==> config.mk <==
export PLATFORM = sky130hd
export DESIGN_NAME = lzsst_group
export DESIGN_NICKNAME = d
export VERILOG_FILES = /design/src/design/lzsst_pkg.sv /design/src/design/lzsst_group.sv
export SDC_FILE = /design/constraint.sdc
export NUM_CORES = 1
export LEC_CHECK = 0
export ABC_AREA = 1
export BUFFER_PORTS_ARGS = -buffer_cell sky130_fd_sc_hd__buf_2
export CAP_MARGIN = 30
export CORE_MARGIN = 2
export CORE_UTILIZATION = 45
export CTS_CLUSTER_SIZE = 12
export DETAILED_ROUTE_END_ITERATION = 6
export SETUP_SLACK_MARGIN = 0.2
export SLEW_MARGIN = 20
export SYNTH_ARGS = -nofsm -noshare
export SYNTH_HDL_FRONTEND = slang
export SYNTH_SLANG_ARGS = --single-unit
export TNS_END_PERCENT = 10
==> constraint.sdc <==
create_clock -name clk_i -period 6.3 [get_ports clk_i]
set_input_delay 0.63 -clock clk_i [delete_from_list [all_inputs] [get_ports clk_i]]
set_output_delay 0.63 -clock clk_i [all_outputs]
set_load 0.03 [all_outputs]
==> src/design/lzsst_pkg.sv <==
`timescale 1ns / 1ps

package lzsst_pkg;

  localparam int WindowSize = 4096;
  localparam int MaxMatch   = 16;
  localparam int MinMatch   = 3;
  localparam int FillStart  = WindowSize - MaxMatch;
  localparam int WinDepth   = WindowSize + MaxMatch;
  localparam int RootCount  = 256;
  localparam int GroupBytes = 16;

  localparam logic [12:0] NilNode  = 13'h1FFF;
  localparam logic [13:0] NoLink   = 14'h3FFF;
  localparam logic [7:0]  FillByte = 8'hFF;

  typedef struct packed {
    logic [7:0] data_byte;
    logic       end_of_data;
  } in_item_t;

  typedef struct packed {
    logic [7:0] out_byte;
    logic       run_end;
    logic       stream_end;
  } out_item_t;

  typedef enum logic [1:0] {
    TK_LIT   = 2'd0,
    TK_MATCH = 2'd1,
    TK_CLOSE = 2'd2
  } tok_kind_e;

  typedef struct packed {
    tok_kind_e  kind;
    logic [7:0] b0;
    logic [7:0] b1;
    logic       last;
  } tok_cmd_t;

endpackage

==> src/design/lzsst_group.sv <==
`timescale 1ns / 1ps

module lzsst_group (
  input  logic                 clk_i,
  input  logic                 rst_ni,
  input  logic                 cmd_valid_i,
  input  lzsst_pkg::tok_cmd_t  cmd_i,
  output logic                 cmd_ready_o,
  output logic                 out_valid_o,
  output lzsst_pkg::out_item_t out_data_o,
  input  logic                 out_stall_i
);

  typedef enum logic [2:0] {
    G_IDLE  = 3'b001,
    G_FLUSH = 3'b010,
    G_FIN   = 3'b100
  } grp_state_e;

  grp_state_e state_q, state_d;

  logic [7:0] data_q [lzsst_pkg::GroupBytes];
  logic       dwe0, dwe1;
  logic [3:0] dwa0, dwa1;
  logic [7:0] dwd0, dwd1;

  logic [7:0] flag_q, flag_d;
  logic [4:0] fill_q, fill_d;
  logic [2:0] tok_q, tok_d;
  logic [4:0] k_q, k_d;
  logic       fin_q, fin_d;
  logic       eos_q, eos_d;
  logic       held_v_q, held_v_d;
  logic [7:0] held_q, held_d;
  logic       out_v_q, out_v_d;
  lzsst_pkg::out_item_t out_q, out_d;

  logic       out_free;
  logic [7:0] ebyte;
  logic [4:0] kprev;

  assign cmd_ready_o = (state_q == G_IDLE);
  assign out_valid_o = out_v_q;
  assign out_data_o  = out_q;
  assign out_free    = !out_v_q || !out_stall_i;
  assign kprev       = k_q - 5'd1;
  assign ebyte       = (k_q == 5'd0) ? flag_q : data_q[kprev[3:0]];

  always_comb begin
    state_d  = state_q;
    flag_d   = flag_q;
    fill_d   = fill_q;
    tok_d    = tok_q;
    k_d      = k_q;
    fin_d    = fin_q;
    eos_d    = eos_q;
    held_v_d = held_v_q;
    held_d   = held_q;
    out_v_d  = out_v_q && out_stall_i;
    out_d    = out_q;
    dwe0 = 1'b0;
    dwe1 = 1'b0;
    dwa0 = fill_q[3:0];
    dwa1 = fill_q[3:0] + 4'd1;
    dwd0 = cmd_i.b0;
    dwd1 = cmd_i.b1;

    unique case (state_q)
      G_IDLE: begin
        if (cmd_valid_i) begin
          unique case (cmd_i.kind)
            lzsst_pkg::TK_LIT, lzsst_pkg::TK_MATCH: begin
              dwe0 = 1'b1;
              if (cmd_i.kind == lzsst_pkg::TK_LIT) begin
                flag_d = flag_q | (8'd1 << tok_q);
                fill_d = fill_q + 5'd1;
              end else begin
                dwe1   = 1'b1;
                fill_d = fill_q + 5'd2;
              end
              tok_d = tok_q + 3'd1;
              if (tok_q == 3'd7) begin
                k_d     = '0;
                fin_d   = 1'b0;
                state_d = G_FLUSH;
              end
            end
            lzsst_pkg::TK_CLOSE: begin
              eos_d = cmd_i.last;
              if (cmd_i.last && fill_q != 5'd0) begin
                k_d     = '0;
                fin_d   = 1'b1;
                state_d = G_FLUSH;
              end else begin
                state_d = G_FIN;
              end
            end
            default: state_d = G_IDLE;
          endcase
        end
      end
      G_FLUSH: begin
        // one byte stays held back so the last one of a step can be marked
        if (!held_v_q || out_free) begin
          if (held_v_q) begin
            out_v_d = 1'b1;
            out_d   = '{out_byte: held_q, run_end: 1'b0, stream_end: 1'b0};
          end
          held_d   = ebyte;
          held_v_d = 1'b1;
          k_d      = k_q + 5'd1;
          if (k_q == fill_q) begin
            flag_d  = '0;
            fill_d  = '0;
            tok_d   = '0;
            state_d = fin_q ? G_FIN : G_IDLE;
          end
        end
      end
      G_FIN: begin
        if (!held_v_q) begin
          state_d = G_IDLE;
        end else if (out_free) begin
          out_v_d  = 1'b1;
          out_d    = '{out_byte: held_q, run_end: 1'b1, stream_end: eos_q};
          held_v_d = 1'b0;
          state_d  = G_IDLE;
        end
      end
      default: state_d = G_IDLE;
    endcase
  end

  always_ff @(posedge clk_i or negedge rst_ni) begin
    if (!rst_ni) begin
      state_q  <= G_IDLE;
      flag_q   <= '0;
      fill_q   <= '0;
      tok_q    <= '0;
      k_q      <= '0;
      fin_q    <= 1'b0;
      eos_q    <= 1'b0;
      held_v_q <= 1'b0;
      out_v_q  <= 1'b0;
    end else begin
      state_q  <= state_d;
      flag_q   <= flag_d;
      fill_q   <= fill_d;
      tok_q    <= tok_d;
      k_q      <= k_d;
      fin_q    <= fin_d;
      eos_q    <= eos_d;
      held_v_q <= held_v_d;
      out_v_q  <= out_v_d;
    end
  end

  always_ff @(posedge clk_i) begin
    held_q <= held_d;
    out_q  <= out_d;
    if (dwe0) data_q[dwa0] <= dwd0;
    if (dwe1) data_q[dwa1] <= dwd1;
  end

endmodule

---- Yosys cells after proc, flatten, opt, wreduce, memory -nomap -nowiden ----
Memory sizes are Yosys's and may differ from the RTL's.
Cells that the tools add are included.
W data, S select, Z words.
word-level totals
  output and inout port bits .............. 12
  register bits after elaboration ......... 46
  bits of input ports ..................... 23
  memories kept ........................... 1
  RAM bits ................................ 128
  word-level logic and storage cells ...... 128
memories
  name    depth  bits a word  rd ports  clocked after memory_dff  wr ports  RTL line           RTL
  data_q  16     8            1         0                         2         lzsst_group.sv:22  logic [7:0] data_q [lzsst_pkg::GroupBytes];
operators by class
  shift operators ......................... 1
  bitwise logic cells ..................... 1
  reductions and logical operators ........ 23
  multiplexer cells ....................... 62
  $add $sub $neg .......................... 6
  equality and inequality tests ........... 21
operators with widths
  cell                   count
  $mux W8                6
  $mux W5                9
  $mux W10               4
  $mux W3                12
  $pmux W5 S2            3
  $mux W1                20
  $pmux W10 S2           1
  $reduce_and A5 Y1      4
  $ne A2 B2 Y1 const B   8
  $pmux W8 S2            1
  $pmux W3 S2            2
  $reduce_and A6 Y1      2
  $add A5 B1 Y5 const B  2
  $ne A3 B3 Y1 const B   3
  $pmux W3 S3            1
  $or A8 B8 Y8           1
  $shl A1 B3 Y8 const A  1
  $eq A3 B3 Y1 const B   2
  $pmux W1 S2            3
  $reduce_bool A2 Y1     3
  $add A5 B2 Y5 const B  1
  $eq A5 B5 Y1           1
  $logic_not A5 Y1       1
  $reduce_bool A5 Y1     1
  16 further kinds       22

---- Longest topological paths before layout ----
  depth after elaboration ................. 7
  gate-level depth with buffers ........... 14
  gate-level depth less buffers ........... 10

---- Least setup slack after synthesis ----
No wires, ideal clock.
  path type ............................... register to register
  start point ............................. register fill_q[1]
  end point ............................... memory data_q[4][0], enable pin
  arrival time ............................ 1893 ps
  data required time ...................... 5916 ps
  setup time .............................. 384 ps
  path buffers ............................ 0
  clock period less this slack ............ 2277 ps
  setup slack ............................. 4023 ps
  cell stages (with the launch flop) ...... 8
  cell sequence ........................... dfrtp_1 > ha_1 > nand2_2 > xor2_4 > nand2_4 > inv_2 > nand2_4 > o21ai_0
RTL lines
  what                      RTL line            RTL
  start: declaration        lzsst_group.sv:28   logic [4:0] fill_q, fill_d;
  start signal: assignment  lzsst_group.sv:148  fill_q <= fill_d;
  end: declaration          lzsst_group.sv:22

---- Final worst setup path ----
  start point ............................. register k_q[1]
  end point ............................... register held_q[4], data pin
between the ends
  longest elaborated chain between the ends .. 3
  elaborated cells between the ends (all ways) .. 4
  those cells by class .................... 1 x add/sub; 1 x mux; 1 x reduce/logical; 1 x memory
RTL lines
  what                      RTL line            RTL
  start: declaration        lzsst_group.sv:30   logic [4:0] k_q, k_d;
  start signal: assignment  lzsst_group.sv:150  k_q <= k_d;
  $sub A4 B1 Y4             lzsst_group.sv:46   assign kprev = k_q - 5'd1;
  $mem_v2 Z16 W8            -
  $mux W8 *                 lzsst_group.sv:47   assign ebyte = (k_q == 5'd0) ? flag_q : data_q[kprev[3:0]];
  net ebyte[4]              lzsst_group.sv:39   logic [7:0] ebyte;
  end signal: assignment    lzsst_group.sv:159  held_q <= held_d;
  end: declaration          lzsst_group.sv:34   logic [7:0] held_q, held_d;
Mark *: on every way through the listed nets, which the timed path passes. The rest lies on a longest branch.
A chain may end at the register's enable or synchronous reset.

==> flow_metrics.tcl <==
set metrics [dict create \
    htree_levels 4 \
    drc 0 \
    synth_warnings 0 \
    min_period_over_period 0.460 \
    maxCapViolations 0 \
    core_region_area_um2 22500 \
    cp-end-kind "flip-flop" \
    clk_pin_slew_ns 0.07 \
    status "finished, final reports clean" \
    synthArstFlopShare 0.161 \
    fin_util 0.498 \
    drive_gt1_frac 0.141 \
    dpl.hpwl_um 19700 \
    synthDistinctLibCells 34 \
    arrival_ns 3.09 \
    grt_max_degree 70 \
    final_hold_viol_count 0 \
    clock.fmax_ghz 0.345 \
    hold_buffers 0 \
    synth_area_per_cell_um2 7.87 \
    first_global_vias 7786 \
    fin_nets 1345 \
    synthTopCellsByArea "edfxtp_1 43%, nand2_1 22%, dfrtp_1 6.6%" \
    antenna_cells 0 \
    synth.most_common_cell "nand2_1" \
    cts_setup_buffers 0 \
    synthCells 1301 \
    detail_route.vias_per_cell 5.23 \
    dp.cells 1570 \
    p_total_mw 4.21 \
    area_growth_pct 9.60 \
    cellPowerDensity_nw_per_um2 376 \
    insertion_delay_ns 0.44 \
    drt_pass1_iterations 5 \
    ios 35 \
    critPathLaunchType "flip-flop" \
    worst_pin_slew_ns 0.922 \
    crit_fanout 45 \
    clock_path_buffers 2 \
    cp_data_required_time_ns 6.49 \
    drtIter0Drc 976 \
    ys_seq_area_frac 0.497 \
    gp_congestion 0.853 \
    grt_overflow 0 \
    r2r_slack_ns 3.40 \
    cts.sinks 174 \
    p_leak_nw 5.30 \
    grt_usage 0.260 \
    vdd_drop_max_mv 0.198 \
    cts_tree "done" \
    antenna_left 0 \
    synth.largest_area_cell "edfxtp_1" \
    finalWirelength_um 30400 \
    die_w_um 155 \
    ys_ff_latch 174 \
    die_h_um 155 \
    synth_top_area_share 0.428 \
    cts_buffers 17 \
    portBuffers 34 \
    cts_root_buffer "clkbuf_16" \
    antenna_found_initial 0 \
    rsz0062_at_grt "no" \
    vias 8393 \
    synth_area_um2 10200 \
    wl_per_cell_um 18.9 \
    synth_commonest_cells "597 x nand2_1, 146 x edfxtp_1, 105 x inv_1, 95 x nand3_1, 83 x nor2_1" \
    hp-class "in2async" \
    final.min_clock_period_ns 2.90 \
    finalSetupViolCount 0 \
    start_util 0.455 \
    syn_nets 1339 \
    ctsResizeCount 0 \
    worstRegToRegCells 10 \
    slew_headroom 0.385 \
    stdcell_count 1605 \
    r2r_end "held_q[4]" \
    synth-edff-count 146 \
    slew_violations 0 \
    num_rows 55 \
    path_class "reg2reg" \
    rr_startpoint "k_q[1]" \
    grt_pass1_wl_um 46600 \
    skew_ns 0.0139 \
    setup_tns_ns 0 \
    synth_ff_type "edfxtp_1" \
    die_area_um2 24000 \
]
## per-layer routing
metal	up-vias	part of all wire	GRT usage
met5	-	0	0
met4	0	0.029	0.0979
met3	70	0.074	0.0507
met2	340	0.45	0.403
met1	3891	0.44	0.364
li1	4092	-	-
## registers in the layout, summed over array words and instances (netlist names)
| name | count |
|---|---|
| k_q | 5 |
| eos_q | 1 |
| held_v_q | 1 |
| fill_q | 5 |
| flag_q | 8 |
| held_q | 8 |
| out_data_o | 10 |
| fin_q | 1 |
| out_valid_o | 1 |
| state_q | 3 |
| data_q | 128 |
| tok_q | 3 |
## worst max-delay path by stage
| stage | from | endpoint | slack [ns] | cells after the start |
|---|---|---|---|---|
| after floorplan | fill_q[1] | data_q[4][0] | 4.02 | 7 |
| after global placement | k_q[0] | held_q[0] | 3.08 | 9 |
| after detailed placement | k_q[1] | held_q[4] | 3.50 | 10 |
| after CTS | k_q[1] | held_q[4] | 3.48 | 10 |
| after global routing | k_q[1] | held_q[4] | 3.28 | 10 |
| final | k_q[1] | held_q[4] | 3.40 | 10 |
## per-stage QoR
stage / hold WS [ns] / setup WS (ns) / area [um2]
2_1_floorplan: 0.334 / 4.02 / 10200
3_3_place_gp: 0.402 / 3.08 / 10600
3_5_place_dp: 0.408 / 3.50 / 10600
4_1_cts: 0.229 / 3.48 / 11200
5_1_grt: 0.254 / 3.28 / 11200
6_report: 0.213 / 3.40 / 11200
## cell type report
| class | count | area, um2 |
|---|---|---|
| tap | 285 | 357 |
| multi-input combinational | 949 | 4460 |
| sequential | 174 | 5090 |
| inverter | 115 | 434 |
| timing repair buffer | 50 | 270 |
| fill | 2173 | 11300 |
| clock inverter | 14 | 179 |
| clock buffer | 18 | 429 |
## cell families (layout without fill, tap and decap cells)
logic type | count (synthesis) | count (layout) | synth area share
AND/OR/NAND/NOR | 878 | 878 | 0.381
AO/OA/AOI/OAI | 45 | 45 | 0.0222
adder cells (fa/ha/maj) | 15 | 15 | 0.0183
buffers and inverters | 178 | 197 | 0.0682
XOR/XNOR | 11 | 11 | 0.0131
flip-flops | 174 | 174 | 0.497
## power by group
group / internal, mW / switching, mW / leakage, nW
sequential: 1.39 / 0.0926 / 1.68
combinational: 0.459 / 1.16 / 3.33
clock: 0.632 / 0.479 / 0.295
## cells in the final DEF, fill, tap and decap left out, types with 5 or more instances in the layout
| cell type | count |
|---|---|
| nand2_1 | 597 |
| edfxtp_1 | 146 |
| inv_1 | 105 |
| nand3_1 | 95 |
| nor2_1 | 83 |
| buf_2 | 41 |
| or2_2 | 35 |
| o21ai_0 | 29 |
| dfrtp_1 | 26 |
| nor2_4 | 23 |
| clkbuf_16 | 17 |
| nand2_4 | 14 |
| ha_1 | 14 |
| nand4_1 | 10 |
| nand2_2 | 10 |
| o21ai_1 | 9 |
| inv_2 | 9 |
| buf_4 | 8 |
| xor2_1 | 7 |
| a21oi_1 | 6 |
| nand3_2 | 5 |
## worst max-delay path: stages, from the launching register on
cell,delay [ns]
dfrtp_1,0.42
inv_1,0.12
ha_2,0.96
buf_4,0.41
nor2_1,0.08
nand2_1,0.07
nand3_1,0.17
nand3_1,0.21
nand2_1,0.07
nand2_1,0.06
nand2_1,0.07
Power figures use the tool's default switching activity.
